[src/sv/ltdq_pkg.sv]
`timescale 1ns / 1ps
// ---------------------------------------------------------------------------
// LED temporal dither quantizer package
// Shared widths, word types, register indexes and scale constants.
// ---------------------------------------------------------------------------
package ltdq_pkg;

    localparam int LEVEL_W  = 17;
    localparam int FRAC_W   = 16;
    localparam int INDEX_W  = 10;
    localparam int DRIVE_W  = 8;
    localparam int PHASE_W  = 2;
    localparam int CFG_IDX_W  = 3;
    localparam int CFG_DATA_W = 16;
    localparam int PROD_W   = LEVEL_W + DRIVE_W;

    localparam logic [LEVEL_W-1:0] FULL_SCALE   = 17'd65536;
    localparam logic [DRIVE_W-1:0] DITHER_SCALE = 8'd254;
    localparam logic [DRIVE_W-1:0] PLAIN_SCALE  = 8'd255;

    localparam logic [CFG_IDX_W-1:0] REG_DITHER_ENABLE   = 3'd0;
    localparam logic [CFG_IDX_W-1:0] REG_THRESHOLD_ZERO  = 3'd1;
    localparam logic [CFG_IDX_W-1:0] REG_THRESHOLD_ONE   = 3'd2;
    localparam logic [CFG_IDX_W-1:0] REG_THRESHOLD_TWO   = 3'd3;
    localparam logic [CFG_IDX_W-1:0] REG_THRESHOLD_THREE = 3'd4;

    localparam logic [FRAC_W-1:0] THRESHOLD_ZERO_RST  = 16'd8192;
    localparam logic [FRAC_W-1:0] THRESHOLD_ONE_RST   = 16'd24576;
    localparam logic [FRAC_W-1:0] THRESHOLD_TWO_RST   = 16'd40960;
    localparam logic [FRAC_W-1:0] THRESHOLD_THREE_RST = 16'd57344;

    typedef struct packed {
        logic [LEVEL_W-1:0] red_level;
        logic [LEVEL_W-1:0] green_level;
        logic [LEVEL_W-1:0] blue_level;
        logic [INDEX_W-1:0] pixel_index;
        logic               frame_start;
    } pixel_in_t;

    typedef struct packed {
        logic [DRIVE_W-1:0] out_red;
        logic [DRIVE_W-1:0] out_green;
        logic [DRIVE_W-1:0] out_blue;
    } pixel_out_t;

endpackage

[src/sv/ltdq_pixel_in_if.sv]
`timescale 1ns / 1ps
// ---------------------------------------------------------------------------
// Input pixel channel
// Valid/ready channel that carries one Q16 RGB pixel word.
// ---------------------------------------------------------------------------
interface ltdq_pixel_in_if;
    import ltdq_pkg::*;

    logic      valid;
    logic      ready;
    pixel_in_t data;

    modport source (output valid, output data, input ready);
    modport sink   (input valid, input data, output ready);
endinterface

[src/sv/ltdq_pixel_out_if.sv]
`timescale 1ns / 1ps
// ---------------------------------------------------------------------------
// Output pixel channel
// Valid/ready channel that carries one 8-bit RGB drive word.
// ---------------------------------------------------------------------------
interface ltdq_pixel_out_if;
    import ltdq_pkg::*;

    logic       valid;
    logic       ready;
    pixel_out_t data;

    modport source (output valid, output data, input ready);
    modport sink   (input valid, input data, output ready);
endinterface

[src/sv/led_temporal_dither_quantizer.sv]
`timescale 1ns / 1ps
// A word accepted into the input register moves on to the result register,
// from which the sink takes it. Throughput: one pixel word per clock while
// the sink keeps up. While the sink stalls, the input register still takes
// one more word, then the input stalls until the sink drains the result
// register. Reset: rst_n clears the pipeline valids and the frame phase,
// sets dither on and loads thresholds 8192, 24576, 40960, 57344.
// ---------------------------------------------------------------------------
// LED temporal dither quantizer
// Clamps each Q16 color level, then scales it to 8 bits with four-phase
// ordered temporal dithering or with plain truncation.
// ---------------------------------------------------------------------------
module led_temporal_dither_quantizer (
    input  logic                            clk,
    input  logic                            rst_n,
    input  logic                            cfg_we,
    input  logic [ltdq_pkg::CFG_IDX_W-1:0]  cfg_index,
    input  logic [ltdq_pkg::CFG_DATA_W-1:0] cfg_data,
    ltdq_pixel_in_if.sink                   pix_in,
    ltdq_pixel_out_if.source                pix_out
);
    import ltdq_pkg::*;

    // Registers the user changes only with the pipeline empty; not enforced.
    logic              dither_en_reg;
    logic [FRAC_W-1:0] threshold_reg [4];

    // Frame phase, stepped on an accepted frame-start word while dither is on,
    // so that the first pixel of the frame already uses the new phase.
    logic [PHASE_W-1:0] phase_reg;
    logic [PHASE_W-1:0] phase_next;
    logic [PHASE_W-1:0] slot_next;

    // Input register stage: clamped levels and the chosen threshold slot.
    logic               s1_valid_reg;
    logic [LEVEL_W-1:0] s1_red_reg;
    logic [LEVEL_W-1:0] s1_green_reg;
    logic [LEVEL_W-1:0] s1_blue_reg;
    logic [PHASE_W-1:0] s1_slot_reg;

    // Result register stage.
    logic       out_valid_reg;
    pixel_out_t out_data_reg;
    pixel_out_t out_data_next;

    logic              in_fire;
    logic              s1_advance;
    logic [FRAC_W-1:0] threshold_sel;

    function automatic logic [LEVEL_W-1:0] clamp_level(input logic [LEVEL_W-1:0] v);
        clamp_level = (v > FULL_SCALE) ? FULL_SCALE : v;
    endfunction

    // The input stage moves on when the result register is empty or is
    // being drained this cycle; a word enters if stage one is empty or moves.
    assign s1_advance   = !out_valid_reg || pix_out.ready;
    assign pix_in.ready = !s1_valid_reg || s1_advance;
    assign in_fire      = pix_in.valid && pix_in.ready;

    assign phase_next = phase_reg +
                        {{(PHASE_W-1){1'b0}}, pix_in.data.frame_start & dither_en_reg};
    assign slot_next  = phase_next + pix_in.data.pixel_index[PHASE_W-1:0];

    always_ff @(posedge clk or negedge rst_n) begin
        if (!rst_n)
        begin
            dither_en_reg    <= 1'b1;
            threshold_reg[0] <= THRESHOLD_ZERO_RST;
            threshold_reg[1] <= THRESHOLD_ONE_RST;
            threshold_reg[2] <= THRESHOLD_TWO_RST;
            threshold_reg[3] <= THRESHOLD_THREE_RST;
        end
        else if (cfg_we)
        begin
            case (cfg_index)
                REG_DITHER_ENABLE:   dither_en_reg    <= cfg_data[0];
                REG_THRESHOLD_ZERO:  threshold_reg[0] <= cfg_data;
                REG_THRESHOLD_ONE:   threshold_reg[1] <= cfg_data;
                REG_THRESHOLD_TWO:   threshold_reg[2] <= cfg_data;
                REG_THRESHOLD_THREE: threshold_reg[3] <= cfg_data;
                default: ;
            endcase
        end
    end

    always_ff @(posedge clk or negedge rst_n) begin
        if (!rst_n)
        begin
            phase_reg     <= '0;
            s1_valid_reg  <= 1'b0;
            out_valid_reg <= 1'b0;
        end
        else
        begin
            if (in_fire)
            begin
                phase_reg <= phase_next;
            end
            if (pix_in.ready)
            begin
                s1_valid_reg <= pix_in.valid;
            end
            if (s1_advance)
            begin
                out_valid_reg <= s1_valid_reg;
            end
        end
    end

    always_ff @(posedge clk) begin
        if (in_fire)
        begin
            s1_red_reg   <= clamp_level(pix_in.data.red_level);
            s1_green_reg <= clamp_level(pix_in.data.green_level);
            s1_blue_reg  <= clamp_level(pix_in.data.blue_level);
            s1_slot_reg  <= slot_next;
        end
        if (s1_advance && s1_valid_reg)
        begin
            out_data_reg <= out_data_next;
        end
    end

    // One threshold serves all three channels of the pixel.
    assign threshold_sel = threshold_reg[s1_slot_reg];

    ltdq_channel_quant u_quant_red (
        .level     (s1_red_reg),
        .dither_en (dither_en_reg),
        .threshold (threshold_sel),
        .drive     (out_data_next.out_red)
    );

    ltdq_channel_quant u_quant_green (
        .level     (s1_green_reg),
        .dither_en (dither_en_reg),
        .threshold (threshold_sel),
        .drive     (out_data_next.out_green)
    );

    ltdq_channel_quant u_quant_blue (
        .level     (s1_blue_reg),
        .dither_en (dither_en_reg),
        .threshold (threshold_sel),
        .drive     (out_data_next.out_blue)
    );

    assign pix_out.valid = out_valid_reg;
    assign pix_out.data  = out_data_reg;
endmodule

[src/sv/ltdq_channel_quant.sv]
`timescale 1ns / 1ps
// ---------------------------------------------------------------------------
// Channel quantizer
// Scales one clamped Q16 level to an 8-bit drive value, with optional
// threshold rounding of the fraction.
// ---------------------------------------------------------------------------
module ltdq_channel_quant (
    input  logic [ltdq_pkg::LEVEL_W-1:0] level,
    input  logic                         dither_en,
    input  logic [ltdq_pkg::FRAC_W-1:0]  threshold,
    output logic [ltdq_pkg::DRIVE_W-1:0] drive
);
    import ltdq_pkg::*;

    logic [DRIVE_W-1:0] scale;
    logic [PROD_W-1:0]  prod;
    logic [DRIVE_W-1:0] whole;
    logic               round_up;

    assign scale = dither_en ? DITHER_SCALE : PLAIN_SCALE;
    assign prod  = {{DRIVE_W{1'b0}}, level} * {{LEVEL_W{1'b0}}, scale};
    assign whole = prod[FRAC_W +: DRIVE_W];

    // The product never exceeds 255 in its integer part, and a raised value
    // stays within eight bits because full scale with dither gives 254.
    assign round_up = dither_en && (prod[FRAC_W-1:0] >= threshold);
    assign drive    = whole + {{(DRIVE_W-1){1'b0}}, round_up};
endmodule

[src/flat_wrapper.sv]
// flat-port wrapper written by rule: the top's interface ports become plain ports
module led_temporal_dither_quantizer_flat import ltdq_pkg::*;
  (clk, rst_n, cfg_we, cfg_index, cfg_data, pix_in_valid, pix_in_data, pix_in_ready, pix_out_valid, pix_out_data, pix_out_ready);
  ltdq_pixel_in_if pix_in_i ();
  ltdq_pixel_out_if pix_out_i ();
  input  logic clk;
  input  logic rst_n;
  input  logic cfg_we;
  input  logic [ltdq_pkg::CFG_IDX_W-1:0] cfg_index;
  input  logic [ltdq_pkg::CFG_DATA_W-1:0] cfg_data;
  input wire logic [$bits(pix_in_i.valid)-1:0] pix_in_valid;
  input wire logic [$bits(pix_in_i.data)-1:0] pix_in_data;
  output wire logic [$bits(pix_in_i.ready)-1:0] pix_in_ready;
  output wire logic [$bits(pix_out_i.valid)-1:0] pix_out_valid;
  output wire logic [$bits(pix_out_i.data)-1:0] pix_out_data;
  input wire logic [$bits(pix_out_i.ready)-1:0] pix_out_ready;
  assign pix_in_i.valid = pix_in_valid;
  assign pix_in_i.data = pix_in_data;
  assign pix_in_ready = pix_in_i.ready;
  assign pix_out_valid = pix_out_i.valid;
  assign pix_out_data = pix_out_i.data;
  assign pix_out_i.ready = pix_out_ready;
  led_temporal_dither_quantizer u_core (.clk(clk), .rst_n(rst_n), .cfg_we(cfg_we), .cfg_index(cfg_index), .cfg_data(cfg_data), .pix_in(pix_in_i), .pix_out(pix_out_i));
endmodule
[config.mk]
export PLATFORM = sky130hd
export DESIGN_NAME = led_temporal_dither_quantizer_flat
export DESIGN_NICKNAME = d
export VERILOG_FILES = /design/src/sv/ltdq_pkg.sv /design/src/sv/ltdq_pixel_in_if.sv /design/src/sv/ltdq_pixel_out_if.sv /design/src/sv/led_temporal_dither_quantizer.sv /design/src/sv/ltdq_channel_quant.sv /design/src/flat_wrapper.sv
export SDC_FILE = /design/constraint.sdc
export NUM_CORES = 1
export LEC_CHECK = 0
export BUFFER_PORTS_ARGS = -buffer_cell sky130_fd_sc_hd__buf_2
export CAP_MARGIN = 20
export CORE_MARGIN = 3
export CORE_UTILIZATION = 30
export DETAILED_ROUTE_END_ITERATION = 6
export GPL_TIMING_DRIVEN = 0
export SLEW_MARGIN = 20
export SYNTH_ARGS = -nofsm -noshare
export SYNTH_HDL_FRONTEND = slang
export SYNTH_SLANG_ARGS = --single-unit
[constraint.sdc]
create_clock -name clk -period 19.8 [get_ports clk]
set_clock_uncertainty 0.05 [all_clocks]
set_input_delay 3.96 -clock clk [delete_from_list [all_inputs] [get_ports clk]]
set_output_delay 3.96 -clock clk [all_outputs]
set_load 0.01 [all_outputs]
==> metrics.cfg <==
[routing]
detail_route.wl_per_cell_um = 15.10
ant_nets = 0
totalWireLength_um = 37990
first_pass_iters = 4
viasPerCell = 4.488
drt-initial-drc-count = 472
drc = 0
num_vias = 11290

[timing]
finalWorstSetupSlack_ns = 11.40
finalCritPeriodShare = 0.4245
fin_setup_tns_ns = 0
setup_violations = 0
grt_setup_unrepaired = false
relSlewSlack = 0.2284
max_freq_mhz = 119.0
period_needed_ns = 8.404
drv_slew = 0
tightest_slew_ns = 1.149
hold_viol = 0

[grt]
grt_pass1_wl_um = 63760
gr-total-overflow = 0
grtUsageTotal = 0.1347
grt_pass1_vias = 12380
grt_max_degree = 56
grt_antenna_before_repair = 4

[place]
gp_congestion = 0.8428
dp_slack_ns = 11.39
io_buffers = 103
dp_hpwl_um = 31400

[worst_setup_path]
reg2reg_slack_ns = 11.74
cp-start-kind = primary input
arrival_ns = 4.39
required_ns = 15.79
cp-end-kind = output pin
crit_fanout = 3
crit_type = in -> out

[synth]
ys.flop_type = edfxtp_1
postSynthAreaPerCell_um2 = 10.57
syn_nets = 2119
synth_edf_count = 77
syn_inst = 1623
synth-async-reset-ratio = 0.4726
ys_types = 57
netlist_area_um2 = 17150
yosys_warnings = 0
synth_seq_cells = 146
synth-seq-area-share = 0.2361

[die]
initial_core_util = 0.3036
io_pins = 112
core_area_um2 = 56500
die_w_um = 245.1
placementRows = 87
dieArea_um2 = 60080
die_h_um = 245.1

[cells_and_area]
layout-drive-gt1-share = 0.1381
register_area_um2 = 4050
multi_input_area_um2 = 11640
area_growth_pct = 12.20
antennaDiodeCount = 0
final_nets = 2243
largest_reg_flops = 64
fillers = 5671

[run_status]
outcome = finished, final reports clean

[cts]
cts_sinks = 146
cts_inserted_buffers = 17
clock_latency_ns = 0.49
cts_hold_buf = 0
ctsResizeCount = 0
cts_setup_buffers = 0
clk_pin_slew_ns = 0.07
cts_tree = yes
cts_root_buf = clkbuf_16
htree_levels = 4
cts_buffer_depth = 2

[hold_path]
hp-class = reg -> reg

[run]
cap_violations = 0

[area by class of cell]
class	instances	share of cell area
multi-input cells	1088	0.6051
flip-flops and latches	146	0.2105
inverters	362	0.07061
well taps	756	0.04915
repair buffers	105	0.02939
clock buffers	18	0.02341
clock inverters	14	0.006632
plain buffers	27	0.005266
[cell usage after synthesis, drive strengths merged (4+ instances only)]
cell,count,area [um^2]
inv,362,1359
fa,219,4384
ha,191,2390
edfxtp,77,2312
a21oi,69,360.3
mux2,66,743.2
nor2b,66,412.9
dfrtp,60,1501
xnor2,58,508.0
nor2,56,210.2
nand2b,43,269.0
o21ai,41,209.0
a21o,39,292.8
nand2,35,131.4
xor2,27,236.5
clkbuf,25,93.84
nand3,18,90.09
nor3,17,90.09
mux4,16,360.4
a211oi,14,115.1
nand4,14,87.58
nor4,14,87.58
and3,10,62.56
and2,9,56.30
dfstp,9,236.5
a41oi,8,70.07
o21bai,7,52.55
or3,7,43.79
o211ai,6,45.04
a31oi,5,31.28
nand3b,4,30.03
o21a,4,30.03
or2,4,25.02
[logic make-up after synthesis]
family | count (synthesis) | synth area share
fa+ha+maj | 410 | 0.3950
buf+inv | 389 | 0.08513
simple gates | 305 | 0.09688
compound gates | 204 | 0.07725
flops | 146 | 0.2361
xor+xnor | 86 | 0.04472
mux | 83 | 0.06493
[through the flow]
step	hold slack [ns]	cells	utilization	instance area, um^2
final	0.4510	2516	0.3406	19240
after global routing	0.4614	2516	0.3406	19240
after detailed placement	0.4378	2484	0.3304	18670
after CTS	0.4540	2516	0.3406	19240
after floorplan	0.3990	1623	-	17150
after global placement	0.4146	2482	0.3295	18610
[critical path, stage by stage]
cell and delay, ns:
buf_2 0.10, nand3b_1 0.18, buf_2 0.16
[metal layers]
| metal | GRT usage | vias up | part of all wire |
|---|---|---|---|
| li1 | - | 5554 | - |
| met1 | 0.1657 | 5580 | 0.45 |
| met2 | 0.2401 | 115 | 0.51 |
| met3 | 0.03015 | 35 | 0.031 |
| met4 | 0.03126 | 8 | 0.011 |
| met5 | 0 | - | 0.0014 |
[placed cells by master (no fill, tap or decap), types with 8 or more instances in the layout]
master       n
a21o_1      39
dfstp_2      9
mux2_2      66
xor2_1      27
dfrtp_1     60
a211oi_1    12
nand2_1     35
fa_1       219
nor2b_1     66
ha_1       191
nand2b_1    43
inv_1      362
nor3_1      16
nand4_1     14
nor2_1      56
xnor2_1     58
nand3_1     18
clkbuf_16   18
o21ai_0     37
and3_1      10
nor4_1      14
edfxtp_1    77
clkbuf_1    25
a41oi_1      8
buf_2      102
a21oi_1     65
mux4_2      16
[worst paths after layout]
path                       depth (start not counted)                                    to                              from
min in group asynchronous                          1      u_core.pix_out.valid$_DFFE_PN0P_                             rst_n
max reg2reg                                       26     u_core.pix_out.data[18]$_DFFE_PP_  u_core.dither_en_reg$_DFFE_PN1P_
max in group asynchronous                          2  u_core.threshold_reg[15]$_DFFE_PN1P_                             rst_n
max                                                3                          pix_in_ready                     pix_out_ready
min reg2reg                                        1       u_core.phase_reg[1]$_DFFE_PN0P_   u_core.phase_reg[1]$_DFFE_PN0P_
min                                                1       u_core.phase_reg[1]$_DFFE_PN0P_   u_core.phase_reg[1]$_DFFE_PN0P_
Power is not shown: default switching activity piles up to over one toggle a cycle in this logic, so the estimate is an artifact.
